File: src/rtl/core/mtbt_pkg.sv
// ----------------------------------------------------------------------------
// Multi-terminal bus target package
// Shared constants, codes and types for the terminal bus target.
// ----------------------------------------------------------------------------
package mtbt_pkg;

  localparam int unsigned MAX_TERMINALS = 16;
  localparam int unsigned NUM_SLOTS     = 16;

  localparam logic [3:0] REG_MASK      = 4'hC;
  localparam logic [3:0] WRITE_OFFSET  = 4'h0;
  localparam logic [3:0] STATUS_OFFSET = 4'h4;
  localparam logic [3:0] READ_OFFSET   = 4'h8;
  localparam logic [3:0] CONFIG_OFFSET = 4'hC;

  localparam logic [7:0] CHAR_CR = 8'h0d;

  localparam logic [31:0] SEG_BASE_RST   = 32'h0000_0000;
  localparam logic [31:0] SEG_SIZE_RST   = 32'h0000_0100;
  localparam logic [4:0]  TERM_COUNT_RST = 5'd16;
  localparam logic [15:0] KBD_IRQ_EN_RST = 16'hFFFF;
  localparam logic [15:0] DSP_IRQ_EN_RST = 16'h0000;

  typedef enum logic [1:0] {
    ACK_NONE  = 2'd0,
    ACK_READY = 2'd1,
    ACK_ERROR = 2'd2
  } ack_e;

  typedef enum logic [2:0] {
    CFG_SEG_BASE   = 3'd0,
    CFG_SEG_SIZE   = 3'd1,
    CFG_TERM_COUNT = 3'd2,
    CFG_KBD_IRQ_EN = 3'd3,
    CFG_DSP_IRQ_EN = 3'd4
  } cfg_reg_e;

  // Decoded bus access for the item in the input register
  typedef struct packed {
    ack_e       ack;
    logic       data_write;
    logic       status_read;
    logic       data_read;
    logic [3:0] term;
  } dec_t;

endpackage

File: src/rtl/core/mtbt_if.sv
// ----------------------------------------------------------------------------
// Terminal bus target channels
// Valid/ready channels carrying input items and result items.
// ----------------------------------------------------------------------------
interface mtbt_in_if;
  logic        valid;
  logic        ready;
  logic        bus_select;
  logic [31:0] address;
  logic        is_read;
  logic [31:0] write_data;
  logic        key_valid;
  logic [3:0]  key_terminal;
  logic [7:0]  key_char;

  modport source (
    output valid, bus_select, address, is_read, write_data, key_valid, key_terminal,
           key_char,
    input  ready
  );
  modport sink (
    input  valid, bus_select, address, is_read, write_data, key_valid, key_terminal,
           key_char,
    output ready
  );
endinterface

interface mtbt_out_if;
  logic        valid;
  logic        ready;
  logic [1:0]  ack;
  logic [7:0]  read_data;
  logic        display_valid;
  logic [3:0]  display_terminal;
  logic [7:0]  display_char;
  logic        key_taken;
  logic [15:0] irq_keyboard;
  logic [15:0] irq_display;

  modport source (
    output valid, ack, read_data, display_valid, display_terminal, display_char,
           key_taken, irq_keyboard, irq_display,
    input  ready
  );
  modport sink (
    input  valid, ack, read_data, display_valid, display_terminal, display_char,
           key_taken, irq_keyboard, irq_display,
    output ready
  );
endinterface

File: src/rtl/core/mtbt_decode.sv
// ----------------------------------------------------------------------------
// Bus access decoder
// Segment check, terminal select and register select for one bus access.
// ----------------------------------------------------------------------------
module mtbt_decode (
  input  logic            bus_select_i,
  input  logic [31:0]     address_i,
  input  logic            is_read_i,
  input  logic [31:0]     seg_base_i,
  input  logic [31:0]     seg_size_i,
  input  logic [4:0]      term_count_i,
  output mtbt_pkg::dec_t  dec_o,
  output logic [15:0]     term_mask_o
);

  logic [32:0] seg_end;
  logic        in_seg;
  logic [3:0]  term;
  logic [3:0]  reg_sel;

  // Terminals in use: below both the programmed count and the build limit
  always_comb begin
    for (int i = 0; i < mtbt_pkg::NUM_SLOTS; i++) begin
      term_mask_o[i] = (5'(i) < term_count_i) && (i < mtbt_pkg::MAX_TERMINALS);
    end
  end

  assign seg_end = {1'b0, seg_base_i} + {1'b0, seg_size_i};
  assign in_seg  = (address_i >= seg_base_i) && ({1'b0, address_i} < seg_end);
  assign term    = address_i[7:4];
  assign reg_sel = address_i[3:0] & mtbt_pkg::REG_MASK;

  always_comb begin
    dec_o             = '0;
    dec_o.ack         = mtbt_pkg::ACK_NONE;
    dec_o.term        = term;
    if (bus_select_i) begin
      if (!in_seg || !term_mask_o[term]) begin
        dec_o.ack = mtbt_pkg::ACK_ERROR;
      end else if (reg_sel == mtbt_pkg::WRITE_OFFSET && !is_read_i) begin
        dec_o.ack        = mtbt_pkg::ACK_READY;
        dec_o.data_write = 1'b1;
      end else if (reg_sel == mtbt_pkg::STATUS_OFFSET && is_read_i) begin
        dec_o.ack         = mtbt_pkg::ACK_READY;
        dec_o.status_read = 1'b1;
      end else if (reg_sel == mtbt_pkg::READ_OFFSET && is_read_i) begin
        dec_o.ack       = mtbt_pkg::ACK_READY;
        dec_o.data_read = 1'b1;
      end else if (reg_sel == mtbt_pkg::CONFIG_OFFSET && !is_read_i) begin
        dec_o.ack = mtbt_pkg::ACK_READY;
      end else begin
        dec_o.ack = mtbt_pkg::ACK_ERROR;
      end
    end
  end

endmodule

File: src/rtl/core/mtbt_kbd.sv
// ----------------------------------------------------------------------------
// Keyboard buffers
// One-character buffer and full flag per terminal, key intake, read data
// and keyboard interrupt lines.
// ----------------------------------------------------------------------------
module mtbt_kbd (
  input  logic            clk_i,
  input  logic            rst_ni,
  input  logic            advance_i,
  input  mtbt_pkg::dec_t  dec_i,
  input  logic            key_valid_i,
  input  logic [3:0]      key_terminal_i,
  input  logic [7:0]      key_char_i,
  input  logic [15:0]     term_mask_i,
  input  logic [15:0]     kbd_irq_en_i,
  output logic [7:0]      read_data_o,
  output logic            key_taken_o,
  output logic [15:0]     irq_keyboard_o
);

  logic [15:0] full_q;
  logic [15:0] full_d;
  logic [7:0]  char_q [mtbt_pkg::NUM_SLOTS];
  logic        store;

  // A data read in the same item blocks intake on every terminal
  assign key_taken_o = key_valid_i && term_mask_i[key_terminal_i] &&
                       !full_q[key_terminal_i] && !dec_i.data_read;
  assign store       = key_taken_o && (key_char_i != mtbt_pkg::CHAR_CR);

  always_comb begin
    full_d = full_q;
    if (dec_i.data_read) begin
      full_d[dec_i.term] = 1'b0;
    end
    if (store) begin
      full_d[key_terminal_i] = 1'b1;
    end
  end

  always_comb begin
    read_data_o = '0;
    if (dec_i.data_read) begin
      read_data_o = char_q[dec_i.term];
    end else if (dec_i.status_read) begin
      read_data_o = {7'd0, full_d[dec_i.term]};
    end
  end

  assign irq_keyboard_o = full_d & kbd_irq_en_i & term_mask_i;

  always_ff @(posedge clk_i or negedge rst_ni) begin
    if (!rst_ni) begin
      full_q <= '0;
      for (int i = 0; i < mtbt_pkg::NUM_SLOTS; i++) begin
        char_q[i] <= '0;
      end
    end else if (advance_i) begin
      full_q <= full_d;
      if (store) begin
        char_q[key_terminal_i] <= key_char_i;
      end
    end
  end

endmodule

File: src/rtl/core/multi_terminal_bus_target.sv
// ----------------------------------------------------------------------------
// Multi-terminal bus target
// Memory-mapped controller for up to sixteen character terminals.
// ----------------------------------------------------------------------------
// Each item carries one bus access and an optional keyboard character. An
// accepted item waits in an input register, is decoded and applied to the
// keyboard buffers, and its result lands in a result register when the item
// advances, which it does once the result register is empty or being read.
// One item is accepted every cycle as long as results are drained; the pace
// is set by the update of the per-terminal full flags, which each item reads
// and writes. The user must write configuration through the APB port only
// while no item is in flight; the block does not enforce this. Registers sit
// at byte offsets 0x00 (segment base), 0x04 (segment size), 0x08 (terminal
// count), 0x0C (keyboard irq enable) and 0x10 (display irq enable).
module multi_terminal_bus_target (
  input  logic         clk_i,
  input  logic         rst_ni,
  input  logic         psel,
  input  logic         penable,
  input  logic         pwrite,
  input  logic [4:0]   paddr,
  input  logic [31:0]  pwdata,
  output logic [31:0]  prdata,
  output logic         pready,
  mtbt_in_if.sink      in_i,
  mtbt_out_if.source   out_o
);

  // Configuration registers
  logic [31:0] seg_base_q;
  logic [31:0] seg_size_q;
  logic [4:0]  term_count_q;
  logic [15:0] kbd_irq_en_q;
  logic [15:0] dsp_irq_en_q;
  logic        cfg_we;
  mtbt_pkg::cfg_reg_e cfg_sel;

  // Input register
  logic        in_valid_q;
  logic        bus_select_q;
  logic [31:0] address_q;
  logic        is_read_q;
  logic [31:0] write_data_q;
  logic        key_valid_q;
  logic [3:0]  key_terminal_q;
  logic [7:0]  key_char_q;
  logic        load;
  logic        advance;

  // Result register
  logic            out_valid_q;
  mtbt_pkg::ack_e  ack_q;
  logic [7:0]      read_data_q;
  logic            display_valid_q;
  logic [3:0]      display_terminal_q;
  logic [7:0]      display_char_q;
  logic            key_taken_q;
  logic [15:0]     irq_keyboard_q;
  logic [15:0]     irq_display_q;

  mtbt_pkg::dec_t dec;
  logic [15:0]    term_mask;
  logic [7:0]     read_data;
  logic           key_taken;
  logic [15:0]    irq_keyboard;

  // --------------------------------------------------------------------------
  // Configuration port
  assign pready  = 1'b1;
  assign cfg_we  = psel && penable && pwrite && pready;
  assign cfg_sel = mtbt_pkg::cfg_reg_e'(paddr[4:2]);

  always_ff @(posedge clk_i or negedge rst_ni) begin
    if (!rst_ni) begin
      seg_base_q   <= mtbt_pkg::SEG_BASE_RST;
      seg_size_q   <= mtbt_pkg::SEG_SIZE_RST;
      term_count_q <= mtbt_pkg::TERM_COUNT_RST;
      kbd_irq_en_q <= mtbt_pkg::KBD_IRQ_EN_RST;
      dsp_irq_en_q <= mtbt_pkg::DSP_IRQ_EN_RST;
    end else if (cfg_we) begin
      case (cfg_sel)
        mtbt_pkg::CFG_SEG_BASE:   seg_base_q   <= pwdata;
        mtbt_pkg::CFG_SEG_SIZE:   seg_size_q   <= pwdata;
        mtbt_pkg::CFG_TERM_COUNT: term_count_q <= pwdata[4:0];
        mtbt_pkg::CFG_KBD_IRQ_EN: kbd_irq_en_q <= pwdata[15:0];
        mtbt_pkg::CFG_DSP_IRQ_EN: dsp_irq_en_q <= pwdata[15:0];
        default: ;
      endcase
    end
  end

  always_comb begin
    case (cfg_sel)
      mtbt_pkg::CFG_SEG_BASE:   prdata = seg_base_q;
      mtbt_pkg::CFG_SEG_SIZE:   prdata = seg_size_q;
      mtbt_pkg::CFG_TERM_COUNT: prdata = {27'd0, term_count_q};
      mtbt_pkg::CFG_KBD_IRQ_EN: prdata = {16'd0, kbd_irq_en_q};
      mtbt_pkg::CFG_DSP_IRQ_EN: prdata = {16'd0, dsp_irq_en_q};
      default:                  prdata = '0;
    endcase
  end

  // --------------------------------------------------------------------------
  // Handshake: advance the held item whenever the result register frees up
  assign advance    = in_valid_q && (!out_valid_q || out_o.ready);
  assign in_i.ready = !in_valid_q || advance;
  assign load       = in_i.valid && in_i.ready;

  always_ff @(posedge clk_i or negedge rst_ni) begin
    if (!rst_ni) begin
      in_valid_q <= 1'b0;
    end else if (in_i.ready) begin
      in_valid_q <= in_i.valid;
    end
  end

  always_ff @(posedge clk_i) begin
    if (load) begin
      bus_select_q   <= in_i.bus_select;
      address_q      <= in_i.address;
      is_read_q      <= in_i.is_read;
      write_data_q   <= in_i.write_data;
      key_valid_q    <= in_i.key_valid;
      key_terminal_q <= in_i.key_terminal;
      key_char_q     <= in_i.key_char;
    end
  end

  // --------------------------------------------------------------------------
  mtbt_decode u_decode (
    .bus_select_i (bus_select_q),
    .address_i    (address_q),
    .is_read_i    (is_read_q),
    .seg_base_i   (seg_base_q),
    .seg_size_i   (seg_size_q),
    .term_count_i (term_count_q),
    .dec_o        (dec),
    .term_mask_o  (term_mask)
  );

  mtbt_kbd u_kbd (
    .clk_i          (clk_i),
    .rst_ni         (rst_ni),
    .advance_i      (advance),
    .dec_i          (dec),
    .key_valid_i    (key_valid_q),
    .key_terminal_i (key_terminal_q),
    .key_char_i     (key_char_q),
    .term_mask_i    (term_mask),
    .kbd_irq_en_i   (kbd_irq_en_q),
    .read_data_o    (read_data),
    .key_taken_o    (key_taken),
    .irq_keyboard_o (irq_keyboard)
  );

  // --------------------------------------------------------------------------
  // Result register
  always_ff @(posedge clk_i or negedge rst_ni) begin
    if (!rst_ni) begin
      out_valid_q <= 1'b0;
    end else if (advance) begin
      out_valid_q <= 1'b1;
    end else if (out_o.ready) begin
      out_valid_q <= 1'b0;
    end
  end

  always_ff @(posedge clk_i) begin
    if (advance) begin
      ack_q              <= dec.ack;
      read_data_q        <= read_data;
      display_valid_q    <= dec.data_write;
      display_terminal_q <= dec.data_write ? dec.term : 4'd0;
      display_char_q     <= dec.data_write ? write_data_q[7:0] : 8'd0;
      key_taken_q        <= key_taken;
      irq_keyboard_q     <= irq_keyboard;
      irq_display_q      <= dsp_irq_en_q & term_mask;
    end
  end

  assign out_o.valid            = out_valid_q;
  assign out_o.ack              = ack_q;
  assign out_o.read_data        = read_data_q;
  assign out_o.display_valid    = display_valid_q;
  assign out_o.display_terminal = display_terminal_q;
  assign out_o.display_char     = display_char_q;
  assign out_o.key_taken        = key_taken_q;
  assign out_o.irq_keyboard     = irq_keyboard_q;
  assign out_o.irq_display      = irq_display_q;

  // --------------------------------------------------------------------------
  // Assertions
  a_hold_input: assert property (@(posedge clk_i) disable iff (!rst_ni)
    in_valid_q && !advance |=> in_valid_q && $stable(address_q) && $stable(key_char_q))
    else $error("held item lost or changed in the input register");

  a_display_ready: assert property (@(posedge clk_i) disable iff (!rst_ni)
    out_o.valid && out_o.display_valid |-> out_o.ack == mtbt_pkg::ACK_READY)
    else $error("display character without a ready response");

  a_irq_in_use: assert property (@(posedge clk_i) disable iff (!rst_ni)
    advance |=> ((out_o.irq_keyboard | out_o.irq_display) & ~$past(term_mask)) == 16'd0)
    else $error("interrupt raised for a terminal not in use");

  a_no_take_on_read: assert property (@(posedge clk_i) disable iff (!rst_ni)
    advance && dec.data_read |=> !out_o.key_taken)
    else $error("key taken during a data read");

endmodule

File: src/flat_wrapper.sv
// flat-port wrapper written by rule: the top's interface ports become plain ports
module multi_terminal_bus_target_flat 
  (clk_i, rst_ni, psel, penable, pwrite, paddr, pwdata, prdata, pready, in_i_valid, in_i_bus_select, in_i_address, in_i_is_read, in_i_write_data, in_i_key_valid, in_i_key_terminal, in_i_key_char, in_i_ready, out_o_valid, out_o_ack, out_o_read_data, out_o_display_valid, out_o_display_terminal, out_o_display_char, out_o_key_taken, out_o_irq_keyboard, out_o_irq_display, out_o_ready);
  mtbt_in_if in_i_i ();
  mtbt_out_if out_o_i ();
  input  logic clk_i;
  input  logic rst_ni;
  input  logic psel;
  input  logic penable;
  input  logic pwrite;
  input  logic [4:0] paddr;
  input  logic [31:0] pwdata;
  output logic [31:0] prdata;
  output logic pready;
  input wire logic [$bits(in_i_i.valid)-1:0] in_i_valid;
  input wire logic [$bits(in_i_i.bus_select)-1:0] in_i_bus_select;
  input wire logic [$bits(in_i_i.address)-1:0] in_i_address;
  input wire logic [$bits(in_i_i.is_read)-1:0] in_i_is_read;
  input wire logic [$bits(in_i_i.write_data)-1:0] in_i_write_data;
  input wire logic [$bits(in_i_i.key_valid)-1:0] in_i_key_valid;
  input wire logic [$bits(in_i_i.key_terminal)-1:0] in_i_key_terminal;
  input wire logic [$bits(in_i_i.key_char)-1:0] in_i_key_char;
  output wire logic [$bits(in_i_i.ready)-1:0] in_i_ready;
  output wire logic [$bits(out_o_i.valid)-1:0] out_o_valid;
  output wire logic [$bits(out_o_i.ack)-1:0] out_o_ack;
  output wire logic [$bits(out_o_i.read_data)-1:0] out_o_read_data;
  output wire logic [$bits(out_o_i.display_valid)-1:0] out_o_display_valid;
  output wire logic [$bits(out_o_i.display_terminal)-1:0] out_o_display_terminal;
  output wire logic [$bits(out_o_i.display_char)-1:0] out_o_display_char;
  output wire logic [$bits(out_o_i.key_taken)-1:0] out_o_key_taken;
  output wire logic [$bits(out_o_i.irq_keyboard)-1:0] out_o_irq_keyboard;
  output wire logic [$bits(out_o_i.irq_display)-1:0] out_o_irq_display;
  input wire logic [$bits(out_o_i.ready)-1:0] out_o_ready;
  assign in_i_i.valid = in_i_valid;
  assign in_i_i.bus_select = in_i_bus_select;
  assign in_i_i.address = in_i_address;
  assign in_i_i.is_read = in_i_is_read;
  assign in_i_i.write_data = in_i_write_data;
  assign in_i_i.key_valid = in_i_key_valid;
  assign in_i_i.key_terminal = in_i_key_terminal;
  assign in_i_i.key_char = in_i_key_char;
  assign in_i_ready = in_i_i.ready;
  assign out_o_valid = out_o_i.valid;
  assign out_o_ack = out_o_i.ack;
  assign out_o_read_data = out_o_i.read_data;
  assign out_o_display_valid = out_o_i.display_valid;
  assign out_o_display_terminal = out_o_i.display_terminal;
  assign out_o_display_char = out_o_i.display_char;
  assign out_o_key_taken = out_o_i.key_taken;
  assign out_o_irq_keyboard = out_o_i.irq_keyboard;
  assign out_o_irq_display = out_o_i.irq_display;
  assign out_o_i.ready = out_o_ready;
  multi_terminal_bus_target u_core (.clk_i(clk_i), .rst_ni(rst_ni), .psel(psel), .penable(penable), .pwrite(pwrite), .paddr(paddr), .pwdata(pwdata), .prdata(prdata), .pready(pready), .in_i(in_i_i), .out_o(out_o_i));
endmodule
File: config.mk
export PLATFORM = sky130hd
export DESIGN_NAME = multi_terminal_bus_target_flat
export DESIGN_NICKNAME = d
export VERILOG_FILES = /design/src/rtl/core/mtbt_pkg.sv /design/src/rtl/core/mtbt_if.sv /design/src/rtl/core/mtbt_decode.sv /design/src/rtl/core/mtbt_kbd.sv /design/src/rtl/core/multi_terminal_bus_target.sv /design/src/flat_wrapper.sv
export SDC_FILE = /design/constraint.sdc
export NUM_CORES = 1
export LEC_CHECK = 0
export BUFFER_PORTS_ARGS = -buffer_cell sky130_fd_sc_hd__buf_2
export CAP_MARGIN = 20
export CORE_MARGIN = 10
export CORE_UTILIZATION = 45
export DETAILED_ROUTE_END_ITERATION = 10
export PLACE_DENSITY = 0.61
export RECOVER_POWER = 50
export SKIP_LAST_GASP = 1
export SLEW_MARGIN = 20
export SYNTH_ARGS = -nofsm -noshare
export SYNTH_HDL_FRONTEND = slang
export SYNTH_HIERARCHICAL = 1
export SYNTH_SLANG_ARGS = --single-unit
File: constraint.sdc
create_clock -name clk_i -period 6.45 [get_ports clk_i]
set_input_delay 0.645 -clock clk_i [delete_from_list [all_inputs] [get_ports clk_i]]
set_output_delay 0.645 -clock clk_i [all_outputs]
set_load 0.005 [all_outputs]
# == Yosys cells after proc, flatten, opt, wreduce, memory -nomap -nowiden ==
# Cells that the tools add are included.
# W data, S select, Z words.
# op_classes
addsub,1
magnitude_cmp,25
eq_ne,8
mux,37
bitwise,9
reduce_logical,36
# ops
op,count
$pmux W32 S5,1
$bwmux W128,1
$and A16 B16 Y16,4
$lt A4 B5 Y1 const A,8
$add A32 B32 Y33,1
$lt A32 B33 Y1,1
$bmux W8 S4,1
$demux W8 S4,1
$ge A32 B32 Y1,1
$mux W16,2
$mux W8,4
$lt A3 B5 Y1 const A,4
$bmux W1 S4,4
$logic_and A1 B1 Y1,16
$not A16 Y16,1
$or A16 B16 Y16,1
$mux W1,13
$mux W2,6
$reduce_and A2 Y1,6
$ge A5 B5 Y1 const B,2
$lt A1 B5 Y1 const A,2
$lt A2 B5 Y1 const A,2
$lt A4 B5 Y1 const B,2
$not A4 Y5,2
other kinds (17),30
# word_totals
register_bits,358
in_bits,123
output_inout_bits,91
wordCells,156

# == Longest topological paths before layout ==
# depth
depth_word,15
ltp_mapped,27
depth_no_buf,26

# == By module ==
# The synthesis kept the hierarchy.
# by_module_without_submodules
module,instances,cells_each,area_each_um2,seq_area_each_um2
multi_terminal_bus_target,1,446,8180.3,5933.2
mtbt_kbd,1,588,7549.7,3603.5
mtbt_decode,1,457,3377.0,0.0

# == Worst setup path after synthesis ==
# OpenSTA, ideal clock, no wires.
# synth_timing
path_kind,reg2reg
from,register u_core.seg_base_q[0]
to,register u_core/u_kbd/char_q[104] (netlist name)
setup_time_ns,0.125
arrival_time_ns,5.639
required_ns,6.325
setup_slack_ns,0.686
stages_incl_launch_ff,25
cell_sequence,dfrtp_1 ha_1 fa_1 a211oi_2 o21ai_1 a211oi_2 o311ai_1 a31o_1 a21oi_2 o21ai_1 xnor2_1 ha_1 and3_1 nand3_1 a221o_1 a21oi_1 o31a_1 nor3_1 nor2b_1 o311ai_0 o22a_1 nor4_4 nand3_1 nor2_1 mux2_2
# synth_lines
element,line_no,rtl
"start, declared",multi_terminal_bus_target.sv:30,logic [31:0] seg_base_q;
"start signal, assigned",multi_terminal_bus_target.sv:75,seg_base_q <= mtbt_pkg::SEG_BASE_RST;
"start signal, assigned",multi_terminal_bus_target.sv:82,mtbt_pkg::CFG_SEG_BASE: seg_base_q <= pwdata;
"end signal, assigned by index",mtbt_kbd.sv:61,char_q[key_terminal_i] <= key_char_i;
"end, declared",mtbt_kbd.sv:23,logic [7:0] char_q [mtbt_pkg::NUM_SLOTS];

==> flow_summary.json <==
{
  "synthSimpleGateAreaFrac_pct": 8.415,
  "place_area_mm2": 0.02103,
  "fin_nets": 1945,
  "multi_input_area_mm2": 0.009200,
  "p_per_area_mw_per_mm2": 313.3,
  "clk-insertion-delay-late_ns": 0.57,
  "relSlewSlack_pct": -223.0,
  "die_area_mm2": 0.05110,
  "clk_pin_slew_ns": 0.06,
  "gp_congestion": 0.8951,
  "hold_depth": 1,
  "reg2reg_slack_ns": 0.20,
  "violations": "max-capacitance violations, max-slew violations",
  "chipHeight_um": 226.1,
  "io-pin-count": 214,
  "hp-class": "primary input to flip-flop",
  "synth_edf_count": 111,
  "r2r-start": "u_core/seg_base_q[4]$_DFFE_PN0P_",
  "root_buffer": "clkbuf_16",
  "grt_remaining_overflow": 0,
  "grt_pass1_vias": 13777,
  "drt_iter0_markers": 1079,
  "period_minus_slack_ns": 6.252,
  "cts_sinks": 358,
  "drv_slew": 126,
  "fin_ws_ns": 0.1977,
  "final_common_cell": "dfrtp_1",
  "first_pass_iters": 6,
  "io_buffers": 186,
  "clockBufferDepth": 3,
  "core.rowCount": 75,
  "fp.dieW_um": 226.1,
  "post_cts_resized": 0,
  "drtAntennaViolNets": 0,
  "post-place-ws_ns": 0.07314,
  "synthCells": 1491,
  "criticalPathCategory": "flip-flop to flip-flop",
  "cts_hold_buf": 0,
  "wire_per_inst_um": 23.28,
  "muxShareOfSynthArea_pct": 20.22,
  "start_kind": "flip-flop",
  "start_util_pct": 45.55,
  "drc": 0,
  "antenna_found_initial": 2,
  "post_cts_buffers": 0,
  "crit_slowest_cell": "dfrtp_1",
  "yosys.area_share.adder_pct": 6.430,
  "via_per_inst": 5.836,
  "synth_xor_area_share_pct": 1.467,
  "area_growth_pct": 17.57,
  "ys_warn_count": 6,
  "regArea_mm2": 0.009537,
  "vias": 13418,
  "outcome": "complete, but fails checks",
  "htree_levels": 2,
  "ys_seq_elements": 358,
  "max_freq_mhz": 159.9,
  "rsz0062_at_grt": "true",
  "grt_usage_pct": 20.71,
  "yosys_most_used_dff": "dfrtp_1",
  "final_cell_area_mm2": 0.02246,
  "crit_fanout": 6,
  "async_flop_share_pct": 68.99,
  "nFillCells": 3681,
  "max_stage_delay_ns": 0.43,
  "syn-num-nets": 1710,
  "ys_seq_area_share_pct": 49.91,
  "syn_avg_cell_area_um2": 12.81,
  "cp.required_ns": 6.88,
  "cts_buffers": 41,
  "report.final.setup_viol": 0,
  "dpl.hpwl_um": 38290,
  "finClkSkew_ns": 0.01910,
  "post-route-util_pct": 53.55,
  "end_kind": "flip-flop",
  "cts_tree": "yes",
  "grt_pass1_wl_um": 81900,
  "cellLeakagePower_nw": 10.01,
  "netlist_area_mm2": 0.01911,
  "synth_top_family_by_area": "multiplexers",
  "vdd_drop_max_mv": 0.2536,
  "period_share_pct": 96.93,
  "synth_compound_area_share_pct": 10.86,
  "hp-start": "in_i_bus_select",
  "min_to": "u_core/bus_select_q$_DFFE_PP_",
  "maxCapViolations": 3,
  "tightest_slew_ns": 4.845,
  "worst-endpoint-arrival_ns": 6.68,
  "drt_wl_total_um": 53510,
  "tns_ns": 0,
  "core_mm2": 0.04195,
  "reg2reg_to": "u_core/out_o.read_data[0]$_DFFE_PP_",
  "reg2regPathDepth": 25,
  "yosysUniqueCellTypes": 89,
  "grt_max_degree": 168,
  "final_cell_mix": "229 x dfrtp_1, 198 x mux2_2, 146 x buf_2",
  "hold_violations": 0,
  "drive_above_1_share_pct": 35.13
}
[final cells by class]
class                      instances  area share [%]
sequential                       358           42.45
multi-input combinational       1018           40.95
timing repair buffer             255           6.662
clock buffer                      62           5.509
tap                              539           3.002
inverter                          52          0.8689
clock inverter                    14          0.5403
antenna                            1         0.01114
[power breakdown]
group / internal [mW] / leakage (nW) / switching, mW / total, mW
clock: 1.40 / 0.669 / 0.924 / 2.33
sequential: 2.69 / 4.32 / 0.264 / 2.95
combinational: 0.831 / 5.03 / 0.929 / 1.76
total: 4.92 / 10.0 / 2.12 / 7.04
[sequential cells by signal (all words and copies together) (netlist names), 5 cells and up]
name	count
u_core/address_q	32
u_core/dsp_irq_en_q	16
u_core/kbd_irq_en_q	16
u_core/key_char_q	8
u_core/out_o.display_char	8
u_core/out_o.irq_display	16
u_core/out_o.irq_keyboard	16
u_core/out_o.read_data	8
u_core/seg_base_q	32
u_core/seg_size_q	32
u_core/term_count_q	5
u_core/u_kbd/char_q	128
u_core/u_kbd/full_q	16
u_core/write_data_q	8
[cell families (layout without fill, tap and decap cells)]
kind of cell	count (synthesis)	in the layout
adders and majority gates	98	98
muxes	291	291
and+or+nand+nor	296	296
other	1	2
DFF	358	358
AOI/OAI and AO/OA	300	300
buffers and inverters	115	383
xor gates and xnor gates	32	32
[routing by layer]
layer  share of wire [%]  vias up  GRT usage (%)
li1                    -     6102              -
met1                  43     6824          26.64
met2                  48      409          34.53
met3                 5.9       81          3.567
met4                 2.9        2          7.379
met5               0.015        -              0
[metrics by stage]
stage	total power, mW	hold slack (ns)	std cells
6_report	7.038	0.2544	2299
5_1_grt	7.420	0.2366	2298
4_1_cts	7.058	0.08835	2298
3_5_place_dp	4.691	0.4752	2222
3_3_place_gp	4.649	0.4592	2222
2_1_floorplan	4.101	0.3494	1491
[cells in the mapped netlist (8+ instances only)]
cell type	n	area [um2]
and3_1	12	75.07
a221o_1	12	120.1
clkbuf_1	23	86.33
buf_4	8	60.06
dfstp_2	18	473.0
xor2_1	16	140.1
ha_1	95	1189
nor2b_1	19	118.9
o21bai_1	8	60.06
nand4_1	20	125.1
dfrtp_1	229	5731
nand2_1	70	262.8
mux4_2	43	968.4
mux2_4	30	450.4
inv_1	51	191.4
mux2_2	198	2230
a21oi_1	54	270.3
nor2_2	11	68.82
a211oi_1	8	60.06
a21o_1	35	262.8
mux2i_1	8	80.08
xnor2_1	16	140.1
nor2_1	44	165.2
mux2_1	12	135.1
and2_1	40	250.2
nor3_1	15	75.07
edfxtp_1	111	3333
nand2b_1	18	112.6
buf_1	13	48.80
o21ai_0	77	385.4
buf_2	15	75.07
a22o_1	28	245.2
nand3_1	15	75.07
[critical path: cells and delay by family, from the launching register on]
family | cells | cell delay, ns
DFF | 1 | 0.43
adders and majority gates | 2 | 0.70
AOI/OAI and AO/OA | 15 | 3.71
and+or+nand+nor | 5 | 0.80
xor gates and xnor gates | 1 | 0.11
buffers and inverters | 2 | 0.34
[how the worst max path moves through the flow]
stage | startpoint | end | slack (ns) | cells past startpoint
after floorplan | u_core/seg_base_q[0]$_DFFE_PN0P_ | u_core/u_kbd/char_q[104]$_DFFE_PN0P_ | 0.69 | 24
after global placement | u_core/seg_base_q[0]$_DFFE_PN0P_ | u_core/u_kbd/char_q[78]$_DFFE_PN0P_ | 0.16 | 27
after detailed placement | u_core/seg_size_q[0]$_DFFE_PN0P_ | u_core/out_o.read_data[0]$_DFFE_PP_ | 0.07 | 26
after CTS | u_core/seg_size_q[0]$_DFFE_PN0P_ | u_core/out_o.read_data[0]$_DFFE_PP_ | 0.02 | 26
after global routing | u_core/seg_base_q[19]$_DFFE_PN0P_ | u_core/out_o.read_data[0]$_DFFE_PP_ | -0.09 | 26
final | u_core/seg_base_q[4]$_DFFE_PN0P_ | u_core/out_o.read_data[0]$_DFFE_PP_ | 0.20 | 25
(Power assumes the default switching activity.)
